==> src/rtl/slt_pkg.sv <==
// Shared types, codes and constants of the sequential list table.
package slt_pkg;

   localparam int unsigned DEFAULT_CAPACITY = 128;
   localparam int unsigned OP_W = 2;
   localparam int unsigned VALUE_W = 32;
   localparam int unsigned POS_W = 8;
   localparam int unsigned STATUS_W = 2;
   localparam int unsigned FOUND_INDEX_W = 7;
   localparam int unsigned COUNT_W = 8;
   localparam int unsigned GROUP_SIZE = 8;
   localparam int unsigned GROUP_W = 3;

   typedef enum logic [OP_W-1:0] {
      OP_FIND   = 2'd0,
      OP_INSERT = 2'd1,
      OP_DELETE = 2'd2,
      OP_CLEAR  = 2'd3
   } op_type;

   typedef enum logic [STATUS_W-1:0] {
      ST_OK       = 2'd0,
      ST_FULL     = 2'd1,
      ST_BADPOS   = 2'd2,
      ST_NOTFOUND = 2'd3
   } status_type;

   typedef enum logic [1:0] {
      S_IDLE,
      S_SCAN,
      S_REPORT
   } state_type;

   // Command broadcast to every cell of the chain for one accepted beat.
   typedef struct packed {
      logic                      find;
      logic                      ins;
      logic                      del;
      logic [POS_W-1:0]          slot;
      logic signed [VALUE_W-1:0] value;
   } cell_cmd_type;

endpackage

==> src/rtl/slt_cell.sv <==
// One storage cell of the list chain: holds an entry and shifts to or from its neighbors.
module slt_cell #(
   parameter int unsigned INDEX = 0,
   parameter int unsigned CNT_W = 8
) (
   input  logic                                  clock,
   input  slt_pkg::cell_cmd_type                 cmd,
   input  logic [CNT_W-1:0]                      count,
   input  logic signed [slt_pkg::VALUE_W-1:0]    left_value,
   input  logic signed [slt_pkg::VALUE_W-1:0]    right_value,
   output logic signed [slt_pkg::VALUE_W-1:0]    value_out,
   output logic                                  match_out
);
   import slt_pkg::*;

   logic signed [VALUE_W-1:0] value_ff;
   logic signed [VALUE_W-1:0] value_in;
   logic                      match_ff;
   logic                      match_in;
   logic                      live;

   assign live = int'(count) > int'(INDEX);

   always_comb begin
      value_in = value_ff;
      if (cmd.ins) begin
         if (int'(INDEX) > int'(cmd.slot)) begin
            value_in = left_value;
         end else if (int'(INDEX) == int'(cmd.slot)) begin
            value_in = cmd.value;
         end
      end else if (cmd.del && (int'(INDEX) >= int'(cmd.slot))) begin
         value_in = right_value;
      end
      match_in = cmd.find && live && (value_ff == cmd.value);
   end

   always_ff @(posedge clock) begin
      value_ff <= value_in;
      match_ff <= match_in;
   end

   assign value_out = value_ff;
   assign match_out = match_ff;

endmodule

==> config.mk <==
export PLATFORM = sky130hd
export DESIGN_NAME = slt_cell
export DESIGN_NICKNAME = d
export VERILOG_FILES = /design/src/rtl/slt_pkg.sv /design/src/rtl/slt_cell.sv
export SDC_FILE = /design/constraint.sdc
export NUM_CORES = 1
export LEC_CHECK = 0
export BUFFER_PORTS_ARGS = -buffer_cell sky130_fd_sc_hd__buf_4
export CAP_MARGIN = 20
export CORE_UTILIZATION = 41
export CTS_CLUSTER_SIZE = 14
export DETAILED_ROUTE_END_ITERATION = 8
export GPL_ROUTABILITY_DRIVEN = 0
export PLACE_DENSITY = 0.86
export SYNTH_ARGS = -nofsm -noshare
export SYNTH_HDL_FRONTEND = slang
export SYNTH_SLANG_ARGS = --single-unit
==> constraint.sdc <==
create_clock -name clock -period 4.9 [get_ports clock]
set_input_delay 0 -clock clock [delete_from_list [all_inputs] [get_ports clock]]
set_output_delay 0 -clock clock [all_outputs]
set_load 0.02 [all_outputs]
[Word level (Yosys, flattened, before mapping)]
Cells that the tools add are included.
Word-level totals
  register bits after elaboration: 33
  ROM bits: 0
  RAM bits: 0
  memories: 0
  input port bits: 116
  logic and storage cells: 15
  bits in latches: 0
Operators by class
  add/sub/neg operators: 0
  div/mod/pow operators: 0
  magnitude comparators: 2
  bitwise logic cells: 0
  shifts and indexed selects: 0
  reductions and logical operators: 6
  equality and inequality tests: 2
  multiply operators: 0
  multiplexer cells: 3
Operators by type and width (number)
  $mux 32: 3
  $eq 32x32->1: 1
  $ge 1x8->1 const A: 1
  $gt 8x1->1 const B: 1
  $logic_not 8->1: 1
  $logic_and 1x1->1: 3
  $ne 2x1->1 const B: 1
  $reduce_and 2->1: 1
  $reduce_bool 2->1: 1

[Logic depth before layout (Yosys ltp)]
  word-level depth: 4
  gate-level depth with buffers: 4

[Least setup slack after synthesis]
No wires, ideal clock.
  path kind: input to register
  start: in cmd[32] (netlist name)
  end: reg value_ff[0] (netlist: value_out[0]), enable pin
  path buffers: 0
  library setup time: 0.421 ns
  cell stages on the path: 2
  arrival: 1.883 ns
  data required time: 4.479 ns
  slack: 2.596 ns
  cell sequence: or4_1 > nor2_1
On the way
  longest elaborated chain between the ends: 4
  elaborated cells on any way between the ends: 6
  those cells by class: order compare (1); eq/ne (1); reduce/logical (4)
Ends and longest elaborated chain
  start, declared: RTL line slt_cell.sv:7  | input slt_pkg::cell_cmd_type cmd,
  $ge 1x8->1: RTL line slt_cell.sv:32  | end else if (cmd.del && (int'(INDEX) >= int'(cmd.slot))) begin
  $logic_and 1x1->1: RTL line slt_cell.sv:32
  $reduce_bool 2->1 (no line)
  $reduce_and 2->1 (no line) (*)
  end signal, assigned: RTL line slt_cell.sv:39  | value_ff <= value_in;
  end, declared: RTL line slt_cell.sv:16  | logic signed [VALUE_W-1:0] value_ff;
Mark *: on every way between the ends. The rest lies on a longest branch, timed or not.
A chain may end at the register's enable or synchronous reset.

[Worst setup path after layout]
  start: reg value_ff[28] (netlist: value_out[28])
  end: reg match_ff (netlist: match_out)
On the way
  longest elaborated chain between the ends: 2
Ends and longest elaborated chain
  $eq 32x32->1: RTL line slt_cell.sv:35  | match_in = cmd.find && live && (value_ff == cmd.value);
  $logic_and 1x1->1: RTL line slt_cell.sv:35
  named net match_in: RTL line slt_cell.sv:19  | logic match_in;
  end signal, assigned: RTL line slt_cell.sv:40  | match_ff <= match_in;
  end, declared: RTL line slt_cell.sv:18  | logic match_ff;
The timed path passes the listed nets, and every way through them passes these cells.

==> flow_summary.ini <==
[worst_setup_path]
cp_max_fo = 2
r2r-end = match_out
endpoint_kind = flop
reg2reg_slack_ps = 3480
critPathArrivalTime_ps = 1630
crit_type = reg2reg
worstSetupStartpointType = flop
cp.required_ps = 5110
reg2reg_from = value_out[28]
rr_worst_depth = 4

[timing]
totalNegativeSetupSlack_ps = 0
timing.fmax_ghz = 0.703
whs_ps = 19.3
final.setup_skew_ps = 3.86
slew_viol_final = 0
finalHoldViolations = 0
setup_slack_ps = 3480
worst_pin_slew_ps = 428
relSlewSlack = 0.715
grt_setup_unrepaired = no
timing.final.crit_share = 0.290
period_minus_slack_ps = 1420
finalSetupViolCount = 0

[clocking]
cts.sinks = 33
cts_max_level = 2
worstSkewPairLatency_ps = 280
clkSlewWorstSetupHoldPaths_ps = 60
cts-root-buf = clkbuf_8
cts_resized = 0
cts_tree = done
cts_inserted_buffers = 5
clockBufferDepth = 2

[power]
ir_drop_uv = 165
power_density_nw_per_um2 = 216
p_leak_nw = 1.17

[final_layout]
finalNetCount = 357
fin_area_um2 = 2770
fillCellCount = 313
n_antenna_cell = 0
layout-drive-gt1-share = 0.651
synthToLayoutAreaGrowth_pct = 57.3

[route]
drt_pass1_iterations = 4
routedWlPerCell_um = 14.8
finalWirelength_um = 4310
drt-initial-drc-count = 51
vias_per_cell = 4.84
drc = 0
antenna_left = 0
vias = 1408

[hold_path]
hold_depth = 2
hp-class = in2reg
min_to = value_out[0]
min-delay-start = right_value[0]

[logic_synthesis]
async_flop_share = 0
synth_common_cells = 32 x edfxtp_1, 32 x mux2_2, 31 x xor2_1
yosys.area.top_type = edfxtp_1
synth-edff-count = 32
synth_top_area_frac = 0.545
ys_seq_area_frac = 0.556
synthTopCellsByArea = edfxtp_1 55%, mux2_2 20%, xor2_1 15%
avgSynthCellArea_um2 = 14.7
synthCells = 120
syn_area_um2 = 1760
syn_nets = 236
yosysWarnings = 0
synth_seq_cells = 33
synth.distinct_cells = 16
synthFlopType = edfxtp_1

[global_route]
grt_max_degree = 34
grt_pass1_wl_um = 6040
antenna_found_initial = 0
grt_pass1_vias = 1389
grt_overflow = 0
grtUsageTotal = 0.188

[floorplan]
core.rowCount = 23
die_w_um = 67.6
core_area_um2 = 4060
die_h_um = 67.6
ioPinCount = 149
start_util = 0.434
dieArea_um2 = 4570

[place]
place_area_um2 = 2690
post-place-ws_ps = 3410
io_buffers = 116
hpwl_um = 3390

[status]
outcome = complete, no violations

[run]
drv_cap = 0
-- routing by layer --
layer,track usage,wire length [um],up-vias
met2,0.344,2360,64
met4,0.0798,62,0
li1,-,-,692
met5,0,0,-
met1,0.186,1510,647
met3,0.0709,380,5
-- worst max-delay path, stage by stage, from the launching register on --
cell	delay, ps
edfxtp_1	400
xor2_1	160
nor4_1	390
nand4_1	220
nor3_2	180
-- sequential cells by signal, summed over array words and instances, names as in the netlist --
register and cells:
value_out 32, match_out 1
-- timing repair --
action / in CTS / in global routing
hold buffers: 1 / 0
setup buffers: 0 / 0
endpoints found under the hold margin: 1 / 0
-- logic make-up (layout without fill, tap and decap cells) --
logic type,Yosys count,after routing,share of synthesized area
AO/OA/AOI/OAI,1,1,0.00284
XOR/XNOR,32,32,0.159
multiplexers,32,32,0.204
flip-flops,33,33,0.556
buffers and inverters,4,125,0.0114
AND/OR/NAND/NOR,18,18,0.0660
-- through the flow --
| stage | utilization | power (mW) | cells |
|---|---|---|---|
| global placement | 0.662 | 0.416 | 283 |
| finish | 0.683 | 0.599 | 291 |
| detailed placement | 0.662 | 0.418 | 283 |
| floorplan | - | 0.358 | 120 |
| global route | 0.683 | 0.622 | 291 |
| CTS | 0.683 | 0.608 | 291 |
-- worst max-delay path by stage --
| stage | to | slack (ps) | depth (start not counted) | from |
|---|---|---|---|---|
| finish | match_out | 3480 | 4 | value_out[28] |
| global route | match_out | 3410 | 4 | value_out[28] |
| CTS | match_out | 3470 | 4 | value_out[28] |
| detailed placement | value_out[20] | 3410 | 4 | cmd[32] |
| global placement | value_out[20] | 3420 | 4 | cmd[32] |
| floorplan | value_out[0] | 2600 | 2 | cmd[32] |
-- final cells by class --
type                    instances  area (um^2)  share of cell area
flip-flops and latches         33          981               0.354
repair buffers                118          888               0.320
multi-input cells              83          764               0.276
clock buffers                   6         72.6              0.0262
well taps                      50         62.6              0.0226
clock inverters                 1         3.75             0.00135
-- power by group --
group	switching [mW]	total, mW	internal, mW
clock network	0.0909	0.187	0.0956
registers	0.000525	0.313	0.312
logic	0.0306	0.0992	0.0686
-- placed cells by master, fill, tap and decap left out --
cell type / count
nor4_1: 9
nand4_1: 2
xor2_1: 31
nand3_1: 1
clkinv_1: 1
nand2_1: 1
clkbuf_1: 1
nor3_1: 1
dlygate4sd3_1: 1
nor3_2: 1
nor2_2: 1
mux2_2: 32
xnor2_1: 1
o21ai_0: 1
clkbuf_8: 5
or4_1: 1
buf_4: 117
dfxtp_1: 1
edfxtp_1: 32
nor4_2: 1
Note: power is estimated with default switching activity, not from simulation.
