### src/rtl/slt_pkg.sv
// Shared types, codes and constants of the sequential list table.
package slt_pkg;

   localparam int unsigned DEFAULT_CAPACITY = 128;
   localparam int unsigned OP_W = 2;
   localparam int unsigned VALUE_W = 32;
   localparam int unsigned POS_W = 8;
   localparam int unsigned STATUS_W = 2;
   localparam int unsigned FOUND_INDEX_W = 7;
   localparam int unsigned COUNT_W = 8;
   localparam int unsigned GROUP_SIZE = 8;
   localparam int unsigned GROUP_W = 3;

   typedef enum logic [OP_W-1:0] {
      OP_FIND   = 2'd0,
      OP_INSERT = 2'd1,
      OP_DELETE = 2'd2,
      OP_CLEAR  = 2'd3
   } op_type;

   typedef enum logic [STATUS_W-1:0] {
      ST_OK       = 2'd0,
      ST_FULL     = 2'd1,
      ST_BADPOS   = 2'd2,
      ST_NOTFOUND = 2'd3
   } status_type;

   typedef enum logic [1:0] {
      S_IDLE,
      S_SCAN,
      S_REPORT
   } state_type;

   // Command broadcast to every cell of the chain for one accepted beat.
   typedef struct packed {
      logic                      find;
      logic                      ins;
      logic                      del;
      logic [POS_W-1:0]          slot;
      logic signed [VALUE_W-1:0] value;
   } cell_cmd_type;

endpackage

### src/rtl/slt_first_match.sv
// Two-level priority encoder that finds the lowest matching cell of the chain.
module slt_first_match #(
   parameter int unsigned CAPACITY = slt_pkg::DEFAULT_CAPACITY
) (
   input  logic                          clock,
   input  logic                          load,
   input  logic [CAPACITY-1:0]           match,
   output logic                          found,
   output logic [$clog2(CAPACITY)-1:0]   index
);
   import slt_pkg::*;

   localparam int unsigned IDX_W = $clog2(CAPACITY);
   localparam int unsigned NUM_GROUPS = (CAPACITY + GROUP_SIZE - 1) / GROUP_SIZE;
   localparam int unsigned NG_W = (NUM_GROUPS > 1) ? $clog2(NUM_GROUPS) : 1;
   localparam int unsigned PAD_W = NUM_GROUPS * GROUP_SIZE;

   logic [PAD_W-1:0]   match_pad;
   logic               any_ff [NUM_GROUPS];
   logic               any_in [NUM_GROUPS];
   logic [GROUP_W-1:0] off_ff [NUM_GROUPS];
   logic [GROUP_W-1:0] off_in [NUM_GROUPS];
   logic [NG_W-1:0]    sel;
   logic [NG_W+GROUP_W-1:0] index_wide;

   assign match_pad = PAD_W'(match);

   // First level: lowest set bit inside each group of eight cells.
   always_comb begin
      for (int g = 0; g < int'(NUM_GROUPS); g++) begin
         any_in[g] = 1'b0;
         off_in[g] = '0;
         for (int b = int'(GROUP_SIZE) - 1; b >= 0; b--) begin
            if (match_pad[g*GROUP_SIZE + b]) begin
               any_in[g] = 1'b1;
               off_in[g] = GROUP_W'(b);
            end
         end
      end
   end

   always_ff @(posedge clock) begin
      if (load) begin
         for (int g = 0; g < int'(NUM_GROUPS); g++) begin
            any_ff[g] <= any_in[g];
            off_ff[g] <= off_in[g];
         end
      end
   end

   // Second level: lowest group that holds a match.
   always_comb begin
      found = 1'b0;
      sel   = '0;
      for (int g = int'(NUM_GROUPS) - 1; g >= 0; g--) begin
         if (any_ff[g]) begin
            found = 1'b1;
            sel   = NG_W'(g);
         end
      end
      index_wide = {sel, off_ff[sel]};
      index      = index_wide[IDX_W-1:0];
   end

endmodule

### config.mk
export PLATFORM = sky130hd
export DESIGN_NAME = slt_first_match
export DESIGN_NICKNAME = d
export VERILOG_FILES = /design/src/rtl/slt_pkg.sv /design/src/rtl/slt_first_match.sv
export SDC_FILE = /design/constraint.sdc
export NUM_CORES = 1
export LEC_CHECK = 0
export BUFFER_PORTS_ARGS = -buffer_cell sky130_fd_sc_hd__buf_2
export CORE_AREA = 2 2 101 103
export CTS_BUF_LIST = sky130_fd_sc_hd__clkbuf_4
export CTS_CLUSTER_SIZE = 14
export DETAILED_ROUTE_END_ITERATION = 12
export DIE_AREA = 0 0 103 105
export MAX_ROUTING_LAYER = met4
export PLACE_DENSITY = 0.73
export SLEW_MARGIN = 20
export SYNTH_ARGS = -nofsm -noshare
export SYNTH_HDL_FRONTEND = slang
export SYNTH_SLANG_ARGS = --single-unit
### constraint.sdc
create_clock -name clock -period 2.9 [get_ports clock]
set_clock_uncertainty 0.05 [all_clocks]
set_input_delay 0.29 -clock clock [delete_from_list [all_inputs] [get_ports clock]]
set_output_delay 0.29 -clock clock [all_outputs]
set_load 0.01 [all_outputs]
# After elaboration in Yosys (flattened, before gate mapping)
# Memory sizes are Yosys's and may differ from the RTL's.
# Cells that the tools add are included.
# totals
reg_bits	0
ram_bits	64
out_inout_bits	8
elab_cells	292
n_memories	2
# memory_table
memory	words	word_bits	read_ports	rd_ports_with_merged_regs	write_ports	line	rtl
off_ff	16	3	1	0	16	slt_first_match.sv:21	logic [GROUP_W-1:0] off_ff [NUM_GROUPS];
any_ff	16	1	16	0	16	slt_first_match.sv:19	logic any_ff [NUM_GROUPS];
# classes
muxes	290
# op_table
op	n
3-bit 2-to-1 mux	128
1-bit 2-to-1 mux	146
4-bit 2-to-1 mux	16

# Longest topological paths before layout
# Gate-level depths: netlist of the first run.
# An unclocked memory read counts as a cell.
# logic_depth
depth_word	17
mapped_depth	8

# Worst setup path after synthesis of the first run
# No wires, ideal clock.
# synth_timing
path_type	register to output
startpoint	mem any_ff[11][0], in the netlist any_ff[1][3]
endpoint	out index[1]
t_arrival_ns	2.043
required_ns	2.560
path_slack_ns	0.517
path_stages_with_launch	9
path_cell_list	edfxtp_1 nor3b_2 o31ai_4 a31oi_2 nor2_2 clkinv_1 mux2i_1 a211o_1 nor4b_2
# synth_rtl
element	line	rtl
start, declared	slt_first_match.sv:19	
end, declared	slt_first_match.sv:9	output logic [$clog2(CAPACITY)-1:0] index

==> metrics.csv, run 1 <==
stage;metric;value;unit
grt;met3 Use GR;4.21;%
floorplan;Die Ht;105;um
yosys;Synth Area in Compound Gates;8.46;%
yosys;Syn Std Cell Area;3780;um2
critical_path;crit-path max cell delay;0.43;ns
clock_tree;# clock sinks;64;
clock_tree;clk slew on worst S/H paths;0.11;ns
finish;fraction of final layout cells with drive strength greater than 1;35.7;%
power_and_ir_drop;Peak VDD IR;0.185;mV
yosys;synth unique cells;40;
grt;GRT Util Overall;17.2;%
yosys;Syn Area/Cell;9.35;um2
timing;Setup Viol. Count Final;3;
grt;number of global-route vias before repair;3336;
route;detailed-route vias per instance;5.10;
finish;post-route cell area;5020;um2
clock_tree;root buffer cell;clkbuf_4;
yosys;xor-xnor portion of the synthesized cell area;0;%
yosys;ys async rst share;0;%
placement;Post-DP Area;4660;um2
run;maxcap violations;0;
yosys;Ys Warns;0;
critical_path;startpoint types;register;
yosys;FF+latch count, synth;64;
critical_path;ordered cell list for the critical path;nor3b_2, o31ai_4, a31oi_4, o21ai_4, buf_6, mux2_2, o22ai_1, nor4_2, buf_2;
grt;initial antenna violation count;1;
power_and_ir_drop;Power per Cell Area;415;nW/um2
critical_path;top fanout value on the critical path;6;
clock_tree;Num CTS Buffers;9;
critical_path;cell family with most CP delay;compound AO/OA/AOI/OAI gates;
finish;Area Growth Syn to Fin;32.6;%
clock_tree;Max clock buf depth;2;
critical_path;Buf/Inv on CP;2;
critical_path;WP data arrival;2.74;ns
timing;Hold Vio Cnt, Final;0;
critical_path;CP max-delay cell;edfxtp_1;
timing;FMAX;324;MHz
yosys;Synth Area in Simple Gates;33.0;%
outcome;outcome;finished, violations left;
timing;final period utilization;106;%
min_path;hold crit path type;in2reg;
critical_path;CP Launch Point;any_ff[1][3]$_DFFE_PP_;
critical_path;Critical Path RT;2.56;ns
floorplan;total die area;10800;um2
yosys;Area contributors post-synth;edfxtp_1 51%, nor2_1 11%, nor3_1 6.3%, nor4_1 5.8%, nor2b_1 3.3%;
route;Initial DRT Pass Iterations;4;
route;antenna viol nets, final;0;
yosys;multiplexer area fraction after synthesis;5.16;%
yosys;adder-cell share of the synthesized area;0;%
floorplan;Rows;36;
floorplan;die width;103;um
yosys;Synth area leader;edfxtp_1;
yosys;sequential area share after synthesis;50.8;%
timing;Slew headroom;67.8;%
placement;DP HPWL;7230;um
grt;total grt overflow;0;
finish;utilization after layout;52.1;%
grt;M1 GR Usage;20.1;%
placement;final weighted congestion in routability-driven placement;0.911;
finish;Non-Filler Instances;711;
grt;met2 Usage GRT;28.9;%
placement;placed cell count;678;
route;DRT iter0 DRCs;200;
timing;worst slew pin tran;0.479;ns
timing;RSZ-0062 raised after global routing;yes;
grt;largest net degree at the start of global routing;32;
timing;final worst slack;-0.184;ns
yosys;Main synth FF type;edfxtp_1;
yosys;Synth top area share;50.8;%
placement;Port-buffer cells;137;
power_and_ir_drop;Leak Pwr;2.03;nW
route;# DRC;0;
route;vias;3624;
outcome;failing checks;setup timing;
floorplan;Starting Density;39.3;%
route;WL/cell;13.0;um
yosys;Post-synth EDFFs;64;
floorplan;# IOs;138;
yosys;cell with the most instances after synthesis;nor2_1;
floorplan;core area;9640;um2
critical_path;CP Class;reg2out;
clock_tree;hold buffer count at cts;0;
yosys;largest family of logic cells by synthesized area;simple AND/OR/NAND/NOR gates;
clock_tree;H-tree Lvls;3;
route;final wirelength;9270;um
finish;nets;703;
yosys;Synth Instances;405;
yosys;Post-synth top cells;108 x nor2_1, 64 x edfxtp_1, 48 x nor3_1;
timing;Min Clock Period, post-route;3.08;ns
finish;fillers;887;
yosys;Syn Nets;535;
timing;max-slew violation count;0;
min_path;min-delay src;match[88];
grt;most crowded layer after global routing;met2;
grt;first-pass GRT wire length;14200;um
clock_tree;CTS tree;yes;
critical_path;Setup crit end kind;primary output;
-- cells by family (layout without fill, tap and decap cells) --
group	after synthesis	in the layout
other	0	1
DFF	64	64
and+or+nand+nor	253	253
buffers and inverters	24	195
AOI/OAI and AO/OA	46	47
muxes	18	18
-- per-stage QoR --
stage / setup slack, ns / total power, W / setup TNS, ns / hold slack [ns]
2_1_floorplan: 0.517 / 0.00130 / 0 / 0.352
3_3_place_gp: 0.258 / 0.00149 / 0 / 0.555
3_5_place_dp: 0.181 / 0.00150 / 0 / 0.553
4_1_cts: -0.0971 / 0.00207 / -0.285 / 0.0974
5_1_grt: -0.335 / 0.00219 / -0.884 / 0.0970
6_report: -0.184 / 0.00208 / -0.436 / 0.120
-- state kept, by name, summed over array words and instances, names as in the netlist --
signal and count:
off_ff 48, any_ff 16
-- what timing repair did --
| item | CTS | global route |
|---|---|---|
| gates resized for setup | 11 | 11 |
| setup endpoints to repair | 3 | 3 |
| pin swaps | 8 | 12 |
| setup buffers | 7 | 9 |
| cloned | 0 | 1 |
-- cell usage in the layout, fill, tap and decap left out, types with 10 or more instances in the layout --
cell / count
buf_2: 137
nor2_1: 108
edfxtp_1: 64
nor3_1: 48
nor4_1: 32
nand2_1: 22
inv_1: 22
a21oi_1: 20
nor2b_1: 20
buf_4: 17
mux2_2: 10
-- where the power goes --
part | switching, W | leakage, nW | internal (W)
Clock | 0.000308 | 0.0715 | 0.000255
Combinational | 0.000209 | 1.34 | 0.000191
Sequential | 0.0000304 | 0.622 | 0.00109
-- final timing paths --
check / to / cells past startpoint
min: off_ff[11][0]$_SDFFCE_PP0P_ / 2
max: index[0] / 9
-- area by class of cell --
type | count | area, um2 | area share (%)
clock inverters | 6 | 61.3 | 1.22
clock buffers | 9 | 67.6 | 1.35
well taps | 133 | 166 | 3.32
multi-input cells | 318 | 1860 | 37.1
repair buffers | 157 | 847 | 16.9
flip-flops and latches | 64 | 1920 | 38.3
inverters | 23 | 88.8 | 1.77
diodes | 1 | 2.50 | 0.0499
-- routing by layer --
metal,share of wire (%),vias up
li1,-,1844
met1,41,1655
met2,52,110
met3,5.8,15
met4,1.5,0
met5,0,-
Power figures use the tool's default switching activity.
==> inputs of run 2 (changes only) <==
- PLACE_DENSITY: 0.73 -> 0.76
- clock period: 2.9 -> 2.83 ns (I/O delays scaled with it)
==> run 2 against run 1 <==
Against the previous run: the run still ends with setup timing left; design area up 0.22%; non-clock buffer count up 1; sequential share of layout area down 0.086 points; sequential power about the same; clock power up 7.6%; critical path depth up 1; setup slack worse by 0.14 ns; total power up 4.5%; utilization up 0.12 points; clock-buffer cell count unchanged; global-route usage up 2.0 points; cell count up 0.42%; largest cell class unchanged.
==> metrics.csv, run 2 (synthesis gave the netlist of run 1 again) <==
stage;metric;value;unit;change
outcome;failing checks;setup timing;;
min_path;hold path cells;2;;unchanged
floorplan;core area;9640;um2;unchanged
grt;first-pass GRT wire length;15600;um;+10%
placement;final weighted congestion in routability-driven placement;0.941;;+3.2%
critical_path;top fanout value on the critical path;7;;+1
route;M1 WL;4050;um;+7.1%
finish;Top Registers;off_ff (48), any_ff (16);;
timing;final period utilization;111;%;
power_and_ir_drop;Logic pwr share;19.1;%;about the same
clock_tree;H-tree Lvls;3;;unchanged
grt;GRT Util Overall;19.1;%;+2.0 points
finish;nets;705;;+0.28%
power_and_ir_drop;Clock power frac;27.9;%;+0.9 points
grt;total grt overflow;0;;unchanged
timing;Min Clock Period, post-route;3.15;ns;
grt;largest net degree at the start of global routing;65;;+100%
route;DRT iter0 DRCs;392;;+96%
placement;dpl ws;0.193;ns;+0.0128 ns
outcome;outcome;finished, violations left;;
route;vias;3798;;+4.8%
clock_tree;root buffer cell;clkbuf_4;;
power_and_ir_drop;Sw Ratio;27.4;%;+1.1 points
timing;final worst slack;-0.320;ns;-0.136 ns
min_path;hold crit path type;in2reg;;
timing;Hold Vio Cnt, Final;0;;unchanged
finish;fraction of final layout cells with drive strength greater than 1;35.9;%;+0.16 points
route;# DRC;0;;unchanged
floorplan;total die area;10800;um2;unchanged
route;final wirelength;10300;um;+11%
clock_tree;Num CTS Buffers;9;;unchanged
timing;FMAX;317;MHz;
power_and_ir_drop;Peak VDD IR;0.206;mV;+11%
route;detailed-route vias per instance;5.32;;+4.4%
floorplan;die width;103;um;unchanged
finish;fillers;882;;-0.56%
route;met3 wire len;715;um;+33%
finish;storage element area;1920;um2;unchanged
timing;Slew headroom;48.2;%;-20 points
finish;largest reg by FF count;off_ff;;
min_path;min-delay src;match[8];;
floorplan;Starting Density;39.3;%;unchanged
critical_path;CP Launch Point;any_ff[1][0]$_DFFE_PP_;;
route;antenna viol nets, final;0;;unchanged
floorplan;Rows;36;;unchanged
placement;DP HPWL;7750;um;+7.2%
run;maxcap violations;0;;unchanged
timing;max-slew violation count;0;;unchanged
placement;Port-buffer cells;137;;unchanged
critical_path;CP Class;reg2out;;
timing;final hold slack;0.102;ns;-0.0179 ns
grt;number of global-route vias before repair;3485;;+4.5%
critical_path;startpoint types;register;;
floorplan;Die Ht;105;um;unchanged
timing;worst slew pin tran;0.777;ns;+0.298 ns
clock_tree;# clock sinks;64;;unchanged
route;WL/cell;14.4;um;+11%
critical_path;Critical Path RT;2.50;ns;-0.06 ns
clock_tree;Max clock buf depth;2;;unchanged
clock_tree;clk slew on worst S/H paths;0.11;ns;about the same
clock_tree;CTS tree;yes;;
finish;Multi-input gate area;1860;um2;-0.13%
route;Initial DRT Pass Iterations;6;;+2
critical_path;Setup crit end kind;primary output;;
finish;leading cell type in the layout, fill and taps excluded;buf_2;;
floorplan;# IOs;138;;unchanged
power_and_ir_drop;Psw;0.000596;W;+8.8%
finish;most frequent cells in the layout;137 x buf_2, 107 x nor2_1, 64 x edfxtp_1;;
route;DR WL met2;5350;um;+11%
route;top layer in use;met4;;
power_and_ir_drop;Leak Pwr;2.04;nW;+0.53%
power_and_ir_drop;sequential share of power;53.1;%;-0.6 points
finish;number of flip-flops in the largest register;48;;unchanged
timing;Setup Viol. Count Final;3;;unchanged
critical_path;WP data arrival;2.82;ns;+0.08 ns
finish;Area Growth Syn to Fin;32.9;%;
timing;RSZ-0062 raised after global routing;yes;;
grt;initial antenna violation count;1;;unchanged
min_path;Hold Path End;off_ff[1][0]$_SDFFCE_PP0P_;;
power_and_ir_drop;Power per Cell Area;432;nW/um2;+4.2%
power_and_ir_drop;internal power;0.00158;W;+2.9%
run 2: what timing repair did:
item | in CTS | in global routing
pin swaps | 9 | 1
gates resized for setup | 6 | 15
setup endpoints to repair | 3 | 3
cloned | 1 | 1
hold buffers | 0 | 0
buffers inserted | 11 | 8
run 2: how the worst max path moves through the flow:
stage,endpoint,slack [ns],depth (start not counted)
floorplan,index[1],0.45,8
global placement,index[1],0.33,9
detailed placement,index[1],0.19,9
CTS,index[0],-0.21,9
global route,index[2],-0.45,10
finish,index[2],-0.32,10
run 2: layout make-up:
cell class	count	area share, %
sequential	64	38.2
tap	133	3.31
antenna	1	0.0497
multi-input combinational	319	37.0
timing repair buffer	158	17.0
inverter	23	1.74
clock buffer	9	1.34
clock inverter	7	1.37
run 2: critical path, stage by stage (launching register included):
cell and delay, ns:
edfxtp_1 0.56, nor2b_2 0.10, o31ai_4 0.33, a31oi_2 0.18, nor2_2 0.18, clkinv_2 0.14
buf_4 0.16, o211ai_1 0.22, o211ai_1 0.14, nor4_2 0.20, buf_2 0.19
run 2: routing by layer:
layer / global-route usage, % / vias to the layer above
li1: - / 1851
met1: 22.2 / 1750
met2: 32.4 / 174
met3: 4.28 / 23
met4: 6.48 / 0
met5: - / -
run 2: metrics by stage:
stage | instances | setup TNS [ns] | instance area, um2 | utilization, % | total power [W]
global placement | 677 | 0 | 4650 | 48.2 | 0.00152
CTS | 705 | -0.546 | 4910 | 50.9 | 0.00216
floorplan | 405 | 0 | 3780 | - | 0.00133
detailed placement | 677 | 0 | 4650 | 48.2 | 0.00154
global route | 714 | -1.29 | 5030 | 52.2 | 0.00228
finish | 714 | -0.860 | 5030 | 52.2 | 0.00218
run 2: power groups by stage:
stage	registers [W]	clock network, W	logic [W]
2_1_floorplan	0.00116	0	0.000175
3_5_place_dp	0.00117	0	0.000369
4_1_cts	0.00115	0.000620	0.000389
3_3_place_gp	0.00117	0	0.000350
5_1_grt	0.00116	0.000666	0.000457
6_report	0.00115	0.000606	0.000415
